File: config.mk
export PLATFORM = sky130hd
export DESIGN_NAME = hpt_regs
export DESIGN_NICKNAME = d
export VERILOG_FILES = /design/src/hw/rtl/hpt_pkg.sv /design/src/hw/rtl/hpt_regs.sv
export SDC_FILE = /design/constraint.sdc
export NUM_CORES = 1
export LEC_CHECK = 0
export BUFFER_PORTS_ARGS = -buffer_cell sky130_fd_sc_hd__buf_2
export CORE_MARGIN = 2
export CORE_UTILIZATION = 32
export CTS_CLUSTER_DIAMETER = 120
export CTS_CLUSTER_SIZE = 28
export DETAILED_ROUTE_END_ITERATION = 6
export SYNTH_ARGS = -nofsm -noshare
export SYNTH_HDL_FRONTEND = slang
export SYNTH_SLANG_ARGS = --single-unit
File: constraint.sdc
create_clock -name clk -period 1.95 [get_ports clk]
set_clock_uncertainty 0.2 [all_clocks]
set_input_delay 0.195 -clock clk [delete_from_list [all_inputs] [get_ports clk]]
set_output_delay 0.195 -clock clk [all_outputs]
set_load 0.1 [all_outputs]
File: src/hw/rtl/hpt_pkg.sv
`timescale 1ns / 1ps

package hpt_pkg;

  localparam int FRAC_BITS_DEF = 16;
  localparam int NUM_REGS = 8;
  localparam int NUM_LANES = 4;

  typedef logic signed [31:0] fix_t;
  typedef fix_t [3:0] vec4_t;
  // mat_t[column][row], columns I J K T
  typedef vec4_t [3:0] mat_t;

  typedef enum logic [2:0] {
    KIND_VEC2  = 3'd0,
    KIND_POS2  = 3'd1,
    KIND_VEC3  = 3'd2,
    KIND_POS3  = 3'd3,
    KIND_HOMOG = 3'd4
  } kind_t;

  typedef enum logic [2:0] {
    REG_COL_I_XY = 3'd0,
    REG_COL_I_ZW = 3'd1,
    REG_COL_J_XY = 3'd2,
    REG_COL_J_ZW = 3'd3,
    REG_COL_K_XY = 3'd4,
    REG_COL_K_ZW = 3'd5,
    REG_COL_T_XY = 3'd6,
    REG_COL_T_ZW = 3'd7
  } reg_idx_t;

  typedef struct packed {
    logic load_prod;
    logic load_sum;
  } lane_ctl_t;

endpackage

File: src/hw/rtl/hpt_regs.sv
`timescale 1ns / 1ps

module hpt_regs #(
  parameter int FRAC_BITS = hpt_pkg::FRAC_BITS_DEF
) (
  input  logic          clk,
  input  logic          rst,
  input  logic          psel,
  input  logic          penable,
  input  logic          pwrite,
  input  logic [5:0]    paddr,
  input  logic [63:0]   pwdata,
  output logic [63:0]   prdata,
  output logic          pready,
  output hpt_pkg::mat_t mat
);

  localparam logic [63:0] ONE = 64'(1) << FRAC_BITS;

  logic [hpt_pkg::NUM_REGS-1:0][63:0] regs;
  logic [2:0]                         idx;

  assign idx    = paddr[5:3];
  assign pready = 1'b1;
  assign prdata = regs[idx];

  always_ff @(posedge clk) begin
    if (rst) begin
      regs[hpt_pkg::REG_COL_I_XY] <= ONE;
      regs[hpt_pkg::REG_COL_I_ZW] <= '0;
      regs[hpt_pkg::REG_COL_J_XY] <= ONE << 32;
      regs[hpt_pkg::REG_COL_J_ZW] <= '0;
      regs[hpt_pkg::REG_COL_K_XY] <= '0;
      regs[hpt_pkg::REG_COL_K_ZW] <= ONE;
      regs[hpt_pkg::REG_COL_T_XY] <= '0;
      regs[hpt_pkg::REG_COL_T_ZW] <= ONE << 32;
    end else if (psel && penable && pwrite) begin
      regs[idx] <= pwdata;
    end
  end

  // each pair of registers holds one column: x, y, z, w from low to high
  always_comb begin
    for (int c = 0; c < 4; c++) begin
      mat[c][0] = regs[2*c][31:0];
      mat[c][1] = regs[2*c][63:32];
      mat[c][2] = regs[2*c+1][31:0];
      mat[c][3] = regs[2*c+1][63:32];
    end
  end

endmodule

After elaboration in Yosys (flattened, before gate mapping)
Index checks and enable logic that the tools add are counted.
- bits in registers: 512
- input bits: 75
- output and inout bits: 577
- logic and storage cells: 18
- $lt $le $gt $ge: 2
- muxes and demuxes: 5
- reduce and logical (&&, ||, !) cells: 3
- operators by type and width (cell ; count):
    bitwise mux 512 bit ; 1
    binary-select mux 64 bit (select 3 bit) ; 1
    demux 64 bit (select 3 bit) ; 1
    two-way mux 64 bit ; 2
    < comparator 3 x 4 -> 1 bit, second input constant ; 1
    >= comparator 3 x 1 -> 1 bit, second input constant ; 1
    logical AND 1 bit ; 3

Longest topological paths before layout
Gate-level depths: netlist of the first run.
- depth in word-level cells: 5
- gate-level depth with buffers: 7
- mapped depth without buffers: 3

Least setup slack after synthesis of the first run
No wires, ideal clock.
- path type: register to output
- start point: register regs, in the netlist mat[254]
- end point: output prdata[62]
- arrival time: 3446 ps
- data required time: 1555 ps
- setup slack: -1891 ps
- cell stages (with the launch flop): 4
- path buffers: 0
- cells stage by stage: dfxtp_1 > mux2i_1 > o211a_1 > o21ai_0
- cells in the longest elaborated chain, start to end: 2
- ends and longest elaborated chain (what ; line ; text):
    start: declaration ; hpt_regs.sv:20 ; logic [hpt_pkg::NUM_REGS-1:0][63:0] regs;
    start signal: indexed assignment ; hpt_regs.sv:31 ; regs[hpt_pkg::REG_COL_J_XY] <= ONE << 32;
    start signal: indexed assignment ; hpt_regs.sv:36 ; regs[hpt_pkg::REG_COL_T_ZW] <= ONE << 32;
    start signal: indexed assignment ; hpt_regs.sv:38 ; regs[idx] <= pwdata;
    binary-select mux 64 bit (select 3 bit) ; hpt_regs.sv:25 ; assign prdata = regs[idx];
    two-way mux 64 bit (implied by the code) ; hpt_regs.sv:25 ;
    end: declaration ; hpt_regs.sv:13 ; output logic [63:0] prdata,
Every way passes these cells. The select of a mux whose other input is x is not followed.

Worst setup path after layout of the first run
- start point: register regs, in the netlist mat[474]
- end point: output prdata[26]
Same word-level chain as after synthesis.

==> summary.md, run 1 <==
| Metric | Value |
|---|---|
| R2r setup slk | 0.91 ns |
| Final Hold Viols | 0 |
| Clock Tree Root | clkbuf_16 |
| R2r endpoint | mat[223] |
| Grt ovf | 0 |
| WL final | 86700 um |
| Hold Crit Class | in2reg |
| # IOs | 652 |
| WHS Path Cells | 5 |
| Area contributors post-synth | dfxtp_1 43%, mux2i_1 22%, nand2b_1 15% |
| Top cells by count, synth | 572 x nand2b_1, 513 x mux2i_1, 512 x dfxtp_1 |
| Final period util | 120% |
| Library cells used by synthesis | 25 |
| Post-Route Utilization | 45.5% |
| Drt initial violations | approximately 1100 |
| Die area | 76400 um2 |
| CTS tree | built |
| Antenna viol nets, final | 0 |
| Post-synthesis register bit count | between 500 and 600 |
| Worst hold start | paddr[5] |
| GRT Total Usage | a little over a fifth |
| MaxCap Viol Count | 0 |
| Initial antenna violation count | 3 |
| Core Box Area | 73200 um2 |
| Post-Place Setup Slack | -0.249 ns |
| Max H-tree Level | 1 |
| Crit end category | output port |
| Clock Latency Late Sink | 0.58 ns |
| Max transition margin | 59.7% |
| Layout cells sized above 1 | 58.9% |
| Post-synthesis area per instance | ~12 um2 |
| Non-Filler Instances | between 3000 and 4000 |
| Post-synth ARST share | 0% |
| Vert. Die Dim | 276 um |
| Cell with the largest stage delay on the worst path | mux4_2 |
| RD Place Congestion | 0.930 |
| Violated checks | negative setup slack |
| Largest net degree at the start of global routing | 76 |
| Number of remaining DRC errors | 0 |
| Peak Freq | approximately 0.43 GHz |
| Leakage | 17.2 nW |
| Synth warn | 0 |
| Clock transition at path regs | between 0.1 and 0.15 ns |
| Chip width | 276 um |
| Req. time, crit path | 1.55 ns |
| Reg2reg path depth | 4 |
| Setup ws final | -0.392 ns |
| Worst Hold Path EP | mat[187] |
| RSZ-0062 raised after global routing | yes |
| Maximum vdd drop | 0.440 mV |
| Critical path fanouts, max | 2 |
| Worst path top cell family by delay | multiplexers |
| Synth Cell Area | 23700 um2 |
| Status | finished, violations left |
| FF-to-FF Start | mat[223] |
| Routed len/inst | approximately 23 um |
| Crit-path max cell delay | 0.54 ns |
| Top FF cell, synth | dfxtp_1 |
| Initial Util | between 30% and 40% |
| Total power draw | roughly 19 mW |
| Bufs and invs on worst path | 1 |
| Area Overhead vs Synth | 40.2% |
| Rows | 99 |
| Max-slew violation count | 0 |
| Signal arrival time at the worst endpoint | 1.95 ns |
| Cell with the most instances after synthesis | nand2b_1 |
| Slew @ Worst Pin | 0.609 ns |
| DP Cell Count | roughly 3500 |
| Critical path, cell by cell | mux4_2 -> mux2_4 -> buf_12 |
| Vias in the first global route | 19900 |
| Clk sinks | 512 |
| Vias per cell | 4.96 |
| Final setup TNS | -19.65 ns |
| Port Buffers | roughly 650 |
| EDFF count, synth | 0 |
| CTS Buffer Depth | 3 |
| PwrDens | 563 nW/um2 |
| Post-synth top area cell | dfxtp_1 |
| Synth Net Count | 2112 |
| Setup Crit Path Kind | reg2out |
| Final min period | 2.34 ns |
| DR vias | around 19000 |
| Sequential fraction of the synthesis area | 43.2% |
| Max FFs per register | 512 |
| Cell count after synthesis | approximately 2000 |
| Drt pass-1 iters | 6 |
| Final #Nets | roughly 2900 |
| First-pass GRT wire length | 129000 um |
| Final setup viols | 64 |
| Final HPWL DP | 60600 um |
| Post-synth top area share | 43.2% |
| Crit path launch type | register |
| CTS Buf Count | 23 |
==> repair_timing <==
item / CTS / global route
endpoints found under the hold margin: 508 / 0
resized for setup: 275 / 10
pin swaps: 0 / 0
buffers inserted: 162 / 14
hold buffers: 65 / 0
setup endpoints to repair: 65 / 71
==> power by group <==
group / switching, mW / internal (mW)
registers: 0.0713 / 10.5
logic: 1.51 / 0.917
clock network: 3.53 / 2.21
total: 5.12 / 13.6
==> worst max-delay path by stage <==
| stage | startpoint | endpoint | slack (ns) | cells past startpoint |
|---|---|---|---|---|
| floorplan | mat[62] | prdata[62] | -0.27 | 2 |
| global placement | paddr[3] | prdata[43] | -0.25 | 6 |
| detailed placement | paddr[3] | prdata[50] | -0.25 | 6 |
| CTS | mat[474] | prdata[26] | -0.44 | 3 |
| global route | mat[474] | prdata[26] | -0.45 | 3 |
| finish | mat[474] | prdata[26] | -0.39 | 3 |
==> logic make-up (layout without fill, tap and decap cells) <==
logic type      after synthesis  after routing  synth area share [%]
compound gates                4              4                 0.132
buf+inv                     222           1039                  4.47
mux                         703            703                  36.6
other cells                   1              2                0.0158
flops                       512            512                  43.2
simple gates                595            595                  15.6
==> through the flow <==
| step | area [um2] | hold WS, ns |
|---|---|---|
| after detailed placement | 29600 | 0.270 |
| after global routing | 33300 | 0.0688 |
| after global placement | 29600 | 0.265 |
| after CTS | 33200 | 0.0349 |
| after floorplan | 24700 | 0.166 |
| final | 33300 | 0.0532 |
==> layout by cell type, fill, tap and decap left out, drive strengths merged <==
| cell | synthesis | routed |
|---|---|---|
| and2 | 2 | 2 |
| and3 | 1 | 1 |
| diode | 0 | 1 |
| clkbuf | 99 | 34 |
| o211a | 1 | 1 |
| nand3 | 3 | 3 |
| mux2 | 64 | 64 |
| o21ai | 1 | 1 |
| conb | 1 | 1 |
| dfxtp | 512 | 512 |
| mux2i | 513 | 513 |
| a32oi | 1 | 1 |
| nand2b | 572 | 572 |
| buf | 122 | 936 |
| a211oi | 1 | 1 |
| nor2 | 7 | 7 |
| nand2 | 6 | 6 |
| inv | 1 | 2 |
| mux4 | 126 | 126 |
| dlygate4sd3 | 0 | 65 |
| and4b | 1 | 1 |
| nor2b | 2 | 2 |
| and4 | 1 | 1 |
| clkinv | 0 | 2 |
==> worst min-delay path, cell delays in order <==
cell	delay, ns
buf_6	0.16
nor2b_1	0.10
buf_4	0.16
nand2_4	0.11
mux2i_1	0.08
==> routing by layer <==
metal  global-route usage [%]  vias to the layer above  wire (um)
met5                        0                        -         27
met4                     7.40                        4       2820
met3                     3.43                      145       4670
met2                     39.2                      678      44200
met1                     26.1                     9513      35000
li1                         -                     8585          -
==> layout make-up <==
class | count | area [um2]
diodes | 1 | 2.50
inverters | 1 | 3.75
well taps | 959 | 1200
flip-flops and latches | 512 | 10900
fillers | 6691 | 39900
multi-input cells | 1303 | 12700
clock inverters | 3 | 68.8
clock buffers | 24 | 579
repair buffers | 1011 | 7760
Note: power is estimated with default switching activity, not from simulation.
==> run 2, diff against run 1 <==
--- a/config.mk
+++ b/config.mk
@@ -5,9 +5,11 @@
 export SDC_FILE = /design/constraint.sdc
 export NUM_CORES = 1
 export LEC_CHECK = 0
+export ABC_AREA = 1
 export BUFFER_PORTS_ARGS = -buffer_cell sky130_fd_sc_hd__buf_2
 export CORE_MARGIN = 2
-export CORE_UTILIZATION = 32
+export CORE_UTILIZATION = 35
+export CTS_BUF_LIST = sky130_fd_sc_hd__clkbuf_8
 export CTS_CLUSTER_DIAMETER = 120
 export CTS_CLUSTER_SIZE = 28
 export DETAILED_ROUTE_END_ITERATION = 6
==> summary.md, run 2 <==
| Metric | Value |
|---|---|
| Status | finished, violations left |
| Violated checks | negative setup slack |
| Initial Util | 35.3% (+2.9 points) |
| Synth warn | 0 (unchanged) |
| Complex-gate fraction of the synthesized area | 0.0794% (-0.052 points) |
| Leakage | 18.1 nW (+5.0%) |
| Max FFs per register | 512 (unchanged) |
| Top FF cell, synth | dfxtp_1 |
| Vias in the first global route | 26000 (+30%) |
| Post-synthesis register bit count | 512 (unchanged) |
| Levels on crit path | 7 (+4) |
| Sequential share of power | 55.1% (-1.3 points) |
| Clock Latency Late Sink | 0.67 ns (+0.09 ns) |
| Mux share of post-synthesis cell area | 0% (-37 points) |
| Reg2reg path depth | 4 (unchanged) |
| Final period util | 107% (-13 points) |
| Setup ws final | -0.131 ns (+0.261 ns) |
| Cell with the largest stage delay on the worst path | dfxtp_2 |
| Post-Place Setup Slack | 0.0363 ns (+0.286 ns) |
| Hold Crit Class | in2reg |
| RSZ-0062 raised after global routing | yes |
| Combinational power share | 19.7% (+6.8 points) |
| Cell count after synthesis | 4281 (+110%) |
| Vias per cell | 4.83 (-2.7%) |
| Worst path top cell family by delay | simple AND/OR/NAND/NOR gates |
| MaxCap Viol Count | 0 (unchanged) |
| Post-synthesis simple-gate area fraction | 52.4% (+37 points) |
| Area Overhead vs Synth | 43.6% |
| Die area | 74200 um2 (-2.9%) |
| PwrDens | 535 nW/um2 (-5.0%) |
| Clock Tree Root | clkbuf_8 |
| WHS Path Cells | 7 (+2) |
| Critical path fanouts, max | 2 (unchanged) |
| Clock transition at path regs | 0.18 ns (+0.07 ns) |
| Final setup viols | 64 (unchanged) |
| Synth Area in Adders | 0% (unchanged) |
| Rows | 98 (-1.0%) |
| Antenna viol nets, final | 0 (unchanged) |
| Crit end category | output port |
| Core Box Area | 71400 um2 (-2.5%) |
| Post-synthesis area per instance | 5.89 um2 (-49%) |
| Final #Nets | 5186 (+77%) |
| Routed len/inst | 17.8 um (-22%) |
| Critical path, cell by cell | nand2_1 -> nand2_1 -> nand2_2 -> nand2_1 -> nand2_1 -> nand2_2 -> buf_12 |
| Area contributors post-synth | dfxtp_1 41%, nand2_1 31%, nor2_1 15% |
| Vert. Die Dim | 272 um (-1.5%) |
| Grt ovf | 0 (unchanged) |
| Sw Ratio | 33.4% (+6.1 points) |
| Final HPWL DP | 71400 um (+18%) |
| Clock power share | 25.2% (-5.4 points) |
| Post-synth ARST share | 0% (unchanged) |
| Synth Cell Area | 25200 um2 (+6.1%) |
| Setup Crit Path Kind | reg2out |
| Maximum vdd drop | 0.390 mV (-12%) |
| GRT Total Usage | 27.5% (+5.8 points) |
| CTS Buffer Depth | 3 (unchanged) |
| Clk sinks | 512 (unchanged) |
| Drt pass-1 iters | 6 (unchanged) |
| Max-slew violation count | 0 (unchanged) |
| Post-synth top area share | 40.7% (-2.5 points) |
| Power Internal | 12.9 mW (-5.4%) |
| Slew @ Worst Pin | 0.555 ns (-0.0538 ns) |
| CTS tree | built |
| Most common cell after layout, fill and taps aside | nand2_1 |
| Sequential fraction of the synthesis area | 40.7% (-2.5 points) |
| EDFF count, synth | 0 (unchanged) |
| Cell with the most instances after synthesis | nand2_1 |
| Filler cells | 7216 (+7.8%) |
| Top cells by count, synth | 2101 x nand2_1, 1022 x nor2_1, 512 x dfxtp_1 |
| RD Place Congestion | 0.884 (-5.0%) |
| XOR/XNOR Fraction of Synth Area | 0% (unchanged) |
| Post-synth top area cell | dfxtp_1 |
| Max transition margin | 63.2% (+3.6 points) |
| Signal arrival time at the worst endpoint | 1.69 ns (-0.26 ns) |
| Initial antenna violation count | 2 (-1) |
| Final Instance Area | 36200 um2 (+8.7%) |
| Peak Freq | 0.481 GHz (+13%) |
| Worst path most repeated cell | nand2_1 |
| R2r setup slk | 0.44 ns (-0.47 ns) |
| DR vias | 29300 (+55%) |
| Crit-path max cell delay | 0.38 ns (-0.16 ns) |
| Largest family of logic cells by synthesized area | simple AND/OR/NAND/NOR gates |
| Chip width | 272 um (-1.5%) |
| Crit path launch type | register |
| WL final | 108000 um (+25%) |
| Most frequent cells in the layout | 1984 x nand2_1, 1021 x nor2_1, 590 x buf_4 |
| Largest net degree at the start of global routing | 89 (+17%) |
| Drt initial violations | 2293 (+110%) |
| # IOs | 652 (unchanged) |
| Layout cells sized above 1 | 33.2% (-26 points) |
| CTS Buf Count | 23 (unchanged) |
| Max H-tree Level | 1 (unchanged) |
| Synth Net Count | 4356 (+110%) |
| NetSw | 6.46 mW (+26%) |
| Library cells used by synthesis | 17 (-32%) |
| Bufs and invs on worst path | 1 (unchanged) |
| Dpl cell area | 31800 um2 (+7.3%) |
| Req. time, crit path | 1.55 ns (about the same) |
| Final Hold Viols | 0 (unchanged) |
| Port Buffers | 647 (unchanged) |
| Number of remaining DRC errors | 0 (unchanged) |
| Final min period | 2.08 ns (-0.261 ns) |
| First-pass GRT wire length | 160000 um (+25%) |
-- run 2: cell types whose count changed after synthesis, sizes merged, moves of 69 or more --
cell and change:
buf +79, mux4 -126, inv +69, nand3 +263, nand2 +2095, nor2 +1027
nand2b -572, mux2i -513
-- run 2: per-layer routing --
layer	vias to the layer above	part of all wire (%)	track usage, %	wire length, um
li1	14500	-	-	-
met1	13500	42	36.7	45900
met2	1162	47	45.7	50700
met3	178	7.1	3.97	7670
met4	0	3.5	9.11	3800
met5	-	0	0	0
-- run 2: what timing repair did --
item	in CTS	in global routing
setup endpoints to repair	302	153
resized for setup	345	181
endpoints found under the hold margin	512	0
gates cloned	0	0
setup buffers	156	83
pin swaps	117	114
hold buffers	75	0
-- run 2: per-stage QoR --
step	hold WS, ns	TNS, ns	utilization [%]	cells	total power [mW]
finish	0.0453	-5.37	50.7	6067	19.4
floorplan	0.121	-0.0650	-	4281	13.3
global placement	0.265	0	44.6	5722	14.5
detailed placement	0.275	0	44.6	5722	14.5
CTS	0.00294	-8.61	49.1	5982	19.4
global route	0.0480	-12.80	50.7	6066	20.1
-- run 2: cell families after synthesis --
group / Yosys count
buffers and inverters: 359
and+or+nand+nor: 3405
other: 1
DFF: 512
AOI/OAI and AO/OA: 4
-- run 2: cell type report --
cell class,count,area (um2),share of cell area [%]
clock buffers,24,330,0.913
flip-flops and latches,512,11000,30.5
diodes,2,5.00,0.0138
repair buffers,1094,9720,26.9
multi-input cells,3410,13500,37.4
clock inverters,5,85.1,0.235
well taps,950,1190,3.29
inverters,70,289,0.799
-- run 2: power groups by stage --
stage	Sequential, mW	Combinational [mW]	Clock [mW]
global placement	11.0	3.47	0
CTS	10.7	3.72	5.01
global route	10.7	4.02	5.34
detailed placement	11.0	3.48	0
floorplan	11.9	1.43	0
finish	10.7	3.81	4.88
-- run 2: path summary, 6_finish.rpt --
check / startpoint / end
min: paddr[4] / mat[188]
max reg2reg: mat[496] / mat[496]
max: mat[404] / prdata[20]
min reg2reg: mat[320] / mat[320]
-- run 2: worst register-to-register path: stages (launching register included) --
cell and delay (ns):
dfxtp_4 0.39, buf_4 0.13, o21ai_0 0.06, nand3_1 0.08, dlygate4sd3_1 0.56
==> run 3, diff against run 2 <==
==> constraint.sdc (replaced) <==
create_clock -name clk -period 2.6 [get_ports clk]
set_clock_uncertainty 0.2 [all_clocks]
set_input_delay 0.26 -clock clk [delete_from_list [all_inputs] [get_ports clk]]
set_output_delay 0.26 -clock clk [all_outputs]
set_load 0.1 [all_outputs]
==> summary.md, run 3 (same netlist as run 2, synthesis figures left out) <==
| Metric | Value |
|---|---|
| Status | complete, no violations |
| R2r setup slk | 1.17 ns (+0.73 ns) |
| Grt ovf | 0 (unchanged) |
| Clock transition at path regs | 0.17 ns (about the same) |
| Routed len/inst | 17.9 um (+0.48%) |
| Final setup viols | 0 (-100%) |
| Register area | 10200 um2 (-7.0%) |
| FF-to-FF Start | mat[336] |
| Core Box Area | 71400 um2 (unchanged) |
| Vias in the first global route | 24700 (-5.1%) |
| Setup Buffers After CTS | 0 (-100%) |
| RD Place Congestion | 0.894 (+1.2%) |
| CTS resizes | 0 (-100%) |
| Max-slew violation count | 0 (unchanged) |
| R2r endpoint | mat[336] |
| Worst hold start | paddr[4] |
| Final Hold Viols | 0 (unchanged) |
| Largest net degree at the start of global routing | 98 (+10%) |
| Most frequent cells in the layout | 2101 x nand2_1, 1021 x nor2_1, 604 x buf_2 |
| Max transition margin | 56.1% (-7.1 points) |
| Initial antenna violation count | 2 (unchanged) |
| # IOs | 652 (unchanged) |
| Maximum vdd drop | 0.308 mV (-21%) |
| Number of remaining DRC errors | 0 (unchanged) |
| WHS Path Cells | 5 (-2) |
| Final min period | 2.47 ns |
| GRT Total Usage | 26.6% (-0.98 points) |
| Total power draw | 14.1 mW (-27%) |
| Vias per cell | 4.79 (-0.87%) |
| Max H-tree Level | 1 (unchanged) |
| Hold Crit Class | in2reg |
| Leakage | 16.2 nW (-11%) |
| Clk sinks | 512 (unchanged) |
| Req. time, crit path | 2.14 ns (+0.59 ns) |
| CTS Buffer Depth | 3 (unchanged) |
| Area Overhead vs Synth | 23.6% |
| Final setup TNS | 0 ns (+5.37 ns) |
| Max FFs per register | 512 (unchanged) |
| Setup Crit Path Kind | reg2out |
| Crit end category | output port |
| Final #Nets | 4894 (-5.6%) |
| Critical path fanouts, max | 3 (+1) |
| Chip width | 272 um (unchanged) |
| Port Buffers | 647 (unchanged) |
| Drt initial violations | 2226 (-2.9%) |
| Final period util | between 90 and 100% |
| Final HPWL DP | 68000 um (-4.8%) |
| Clock Latency Late Sink | 0.65 ns (-0.02 ns) |
| Most common cell after layout, fill and taps aside | nand2_1 |
| MaxCap Viol Count | 0 (unchanged) |
| DR vias | 27600 (-5.7%) |
| Clock Tree Root | clkbuf_8 |
| Antenna viol nets, final | 0 (unchanged) |
| PwrDens | 454 nW/um2 (-15%) |
| Area of the multi-input gates | 13200 um2 (-2.2%) |
| Initial Util | 35.3% (unchanged) |
| Rows | 98 (unchanged) |
| Vert. Die Dim | 272 um (unchanged) |
| Slew @ Worst Pin | 0.658 ns (+0.103 ns) |
| First-pass GRT wire length | 155000 um (-3.6%) |
| Die area | 74200 um2 (unchanged) |
| Drt pass-1 iters | 5 (-1) |
| WL final | 103000 um (-4.4%) |
| Worst Hold Path EP | mat[16] |
| Reg2reg path depth | 3 (-1) |
| Crit path launch type | register |
| Signal arrival time at the worst endpoint | 2.01 ns (+0.32 ns) |
| Filler cells | 7730 (+7.1%) |
| Peak Freq | between 0.4 and 0.5 GHz |
| Layout cells sized above 1 | 16.1% (-17 points) |
| CTS Hold Bufs | 68 (-9.3%) |
| CTS tree | built |
| RSZ-0062 raised after global routing | no |
| CTS Buf Count | 23 (unchanged) |
[run 3: cell types whose count changed in the layout (fill, tap and decap cells not counted), moves of 91 or more]
cell      delta
buf_2      +420
buf_4      -551
nand2_1    +117
clkbuf_4    -91
dfxtp_1    +512
dfxtp_2    -460
nand2_2    -116
[run 3: cell type report]
cell class                 count  share of cell area (%)
clock inverter                 2                   0.193
inverter                      70                   0.928
multi-input combinational   3410                    42.5
antenna                        2                  0.0161
clock buffer                  23                    1.02
timing repair buffer         802                    18.6
tap                          950                    3.81
sequential                   512                    32.9
[run 3: worst max path at each step]
stage               startpoint          to  slack (ns)  cells after the start
floorplan             mat[192]   prdata[0]        0.20                      6
global placement      paddr[3]   prdata[6]        0.34                     11
detailed placement    paddr[4]      mat[9]        0.32                      9
CTS                   mat[464]  prdata[16]        0.11                      7
global route          mat[464]  prdata[16]        0.03                      7
finish                mat[407]  prdata[23]        0.13                      7
[run 3: where the power goes]
| group | total, mW | leakage [nW] | internal (mW) | switching, mW |
|---|---|---|---|---|
| logic | 2.61 | 11.8 | 0.589 | 2.02 |
| registers | 8.05 | 4.13 | 7.96 | 0.0920 |
| clock network | 3.49 | 0.188 | 0.854 | 2.64 |
[run 3: per-layer routing]
metal  track usage [%]  vias up  share of wire, %  routed length, um
li1                  -    13900                 -                  -
met1              35.9    12500                44              45100
met2              42.8     1011                46              47300
met3              4.30      171               6.9               7110
met4              9.30        2               3.7               3780
met5                 0        -             0.014                 14
[run 3: critical path, cell delays in order (launching register included)]
cell and delay, ns:
dfxtp_1 0.39, nand2_1 0.07, nand2_1 0.07, nand2_1 0.10, nand2_1 0.10, nand2_1 0.05
nand2_1 0.12, buf_2 0.44
[run 3: metrics by stage]
step,worst slack (ns),std cells,hold WS [ns],cell area (um2),util [%]
floorplan,0.199,4281,0.186,25200,-
global placement,0.344,5676,0.282,30100,42.2
detailed placement,0.319,5676,0.286,30100,42.2
CTS,0.107,5769,0.00120,31200,43.7
global route,0.0332,5770,0.0864,31200,43.7
finish,0.129,5771,0.0344,31200,43.7
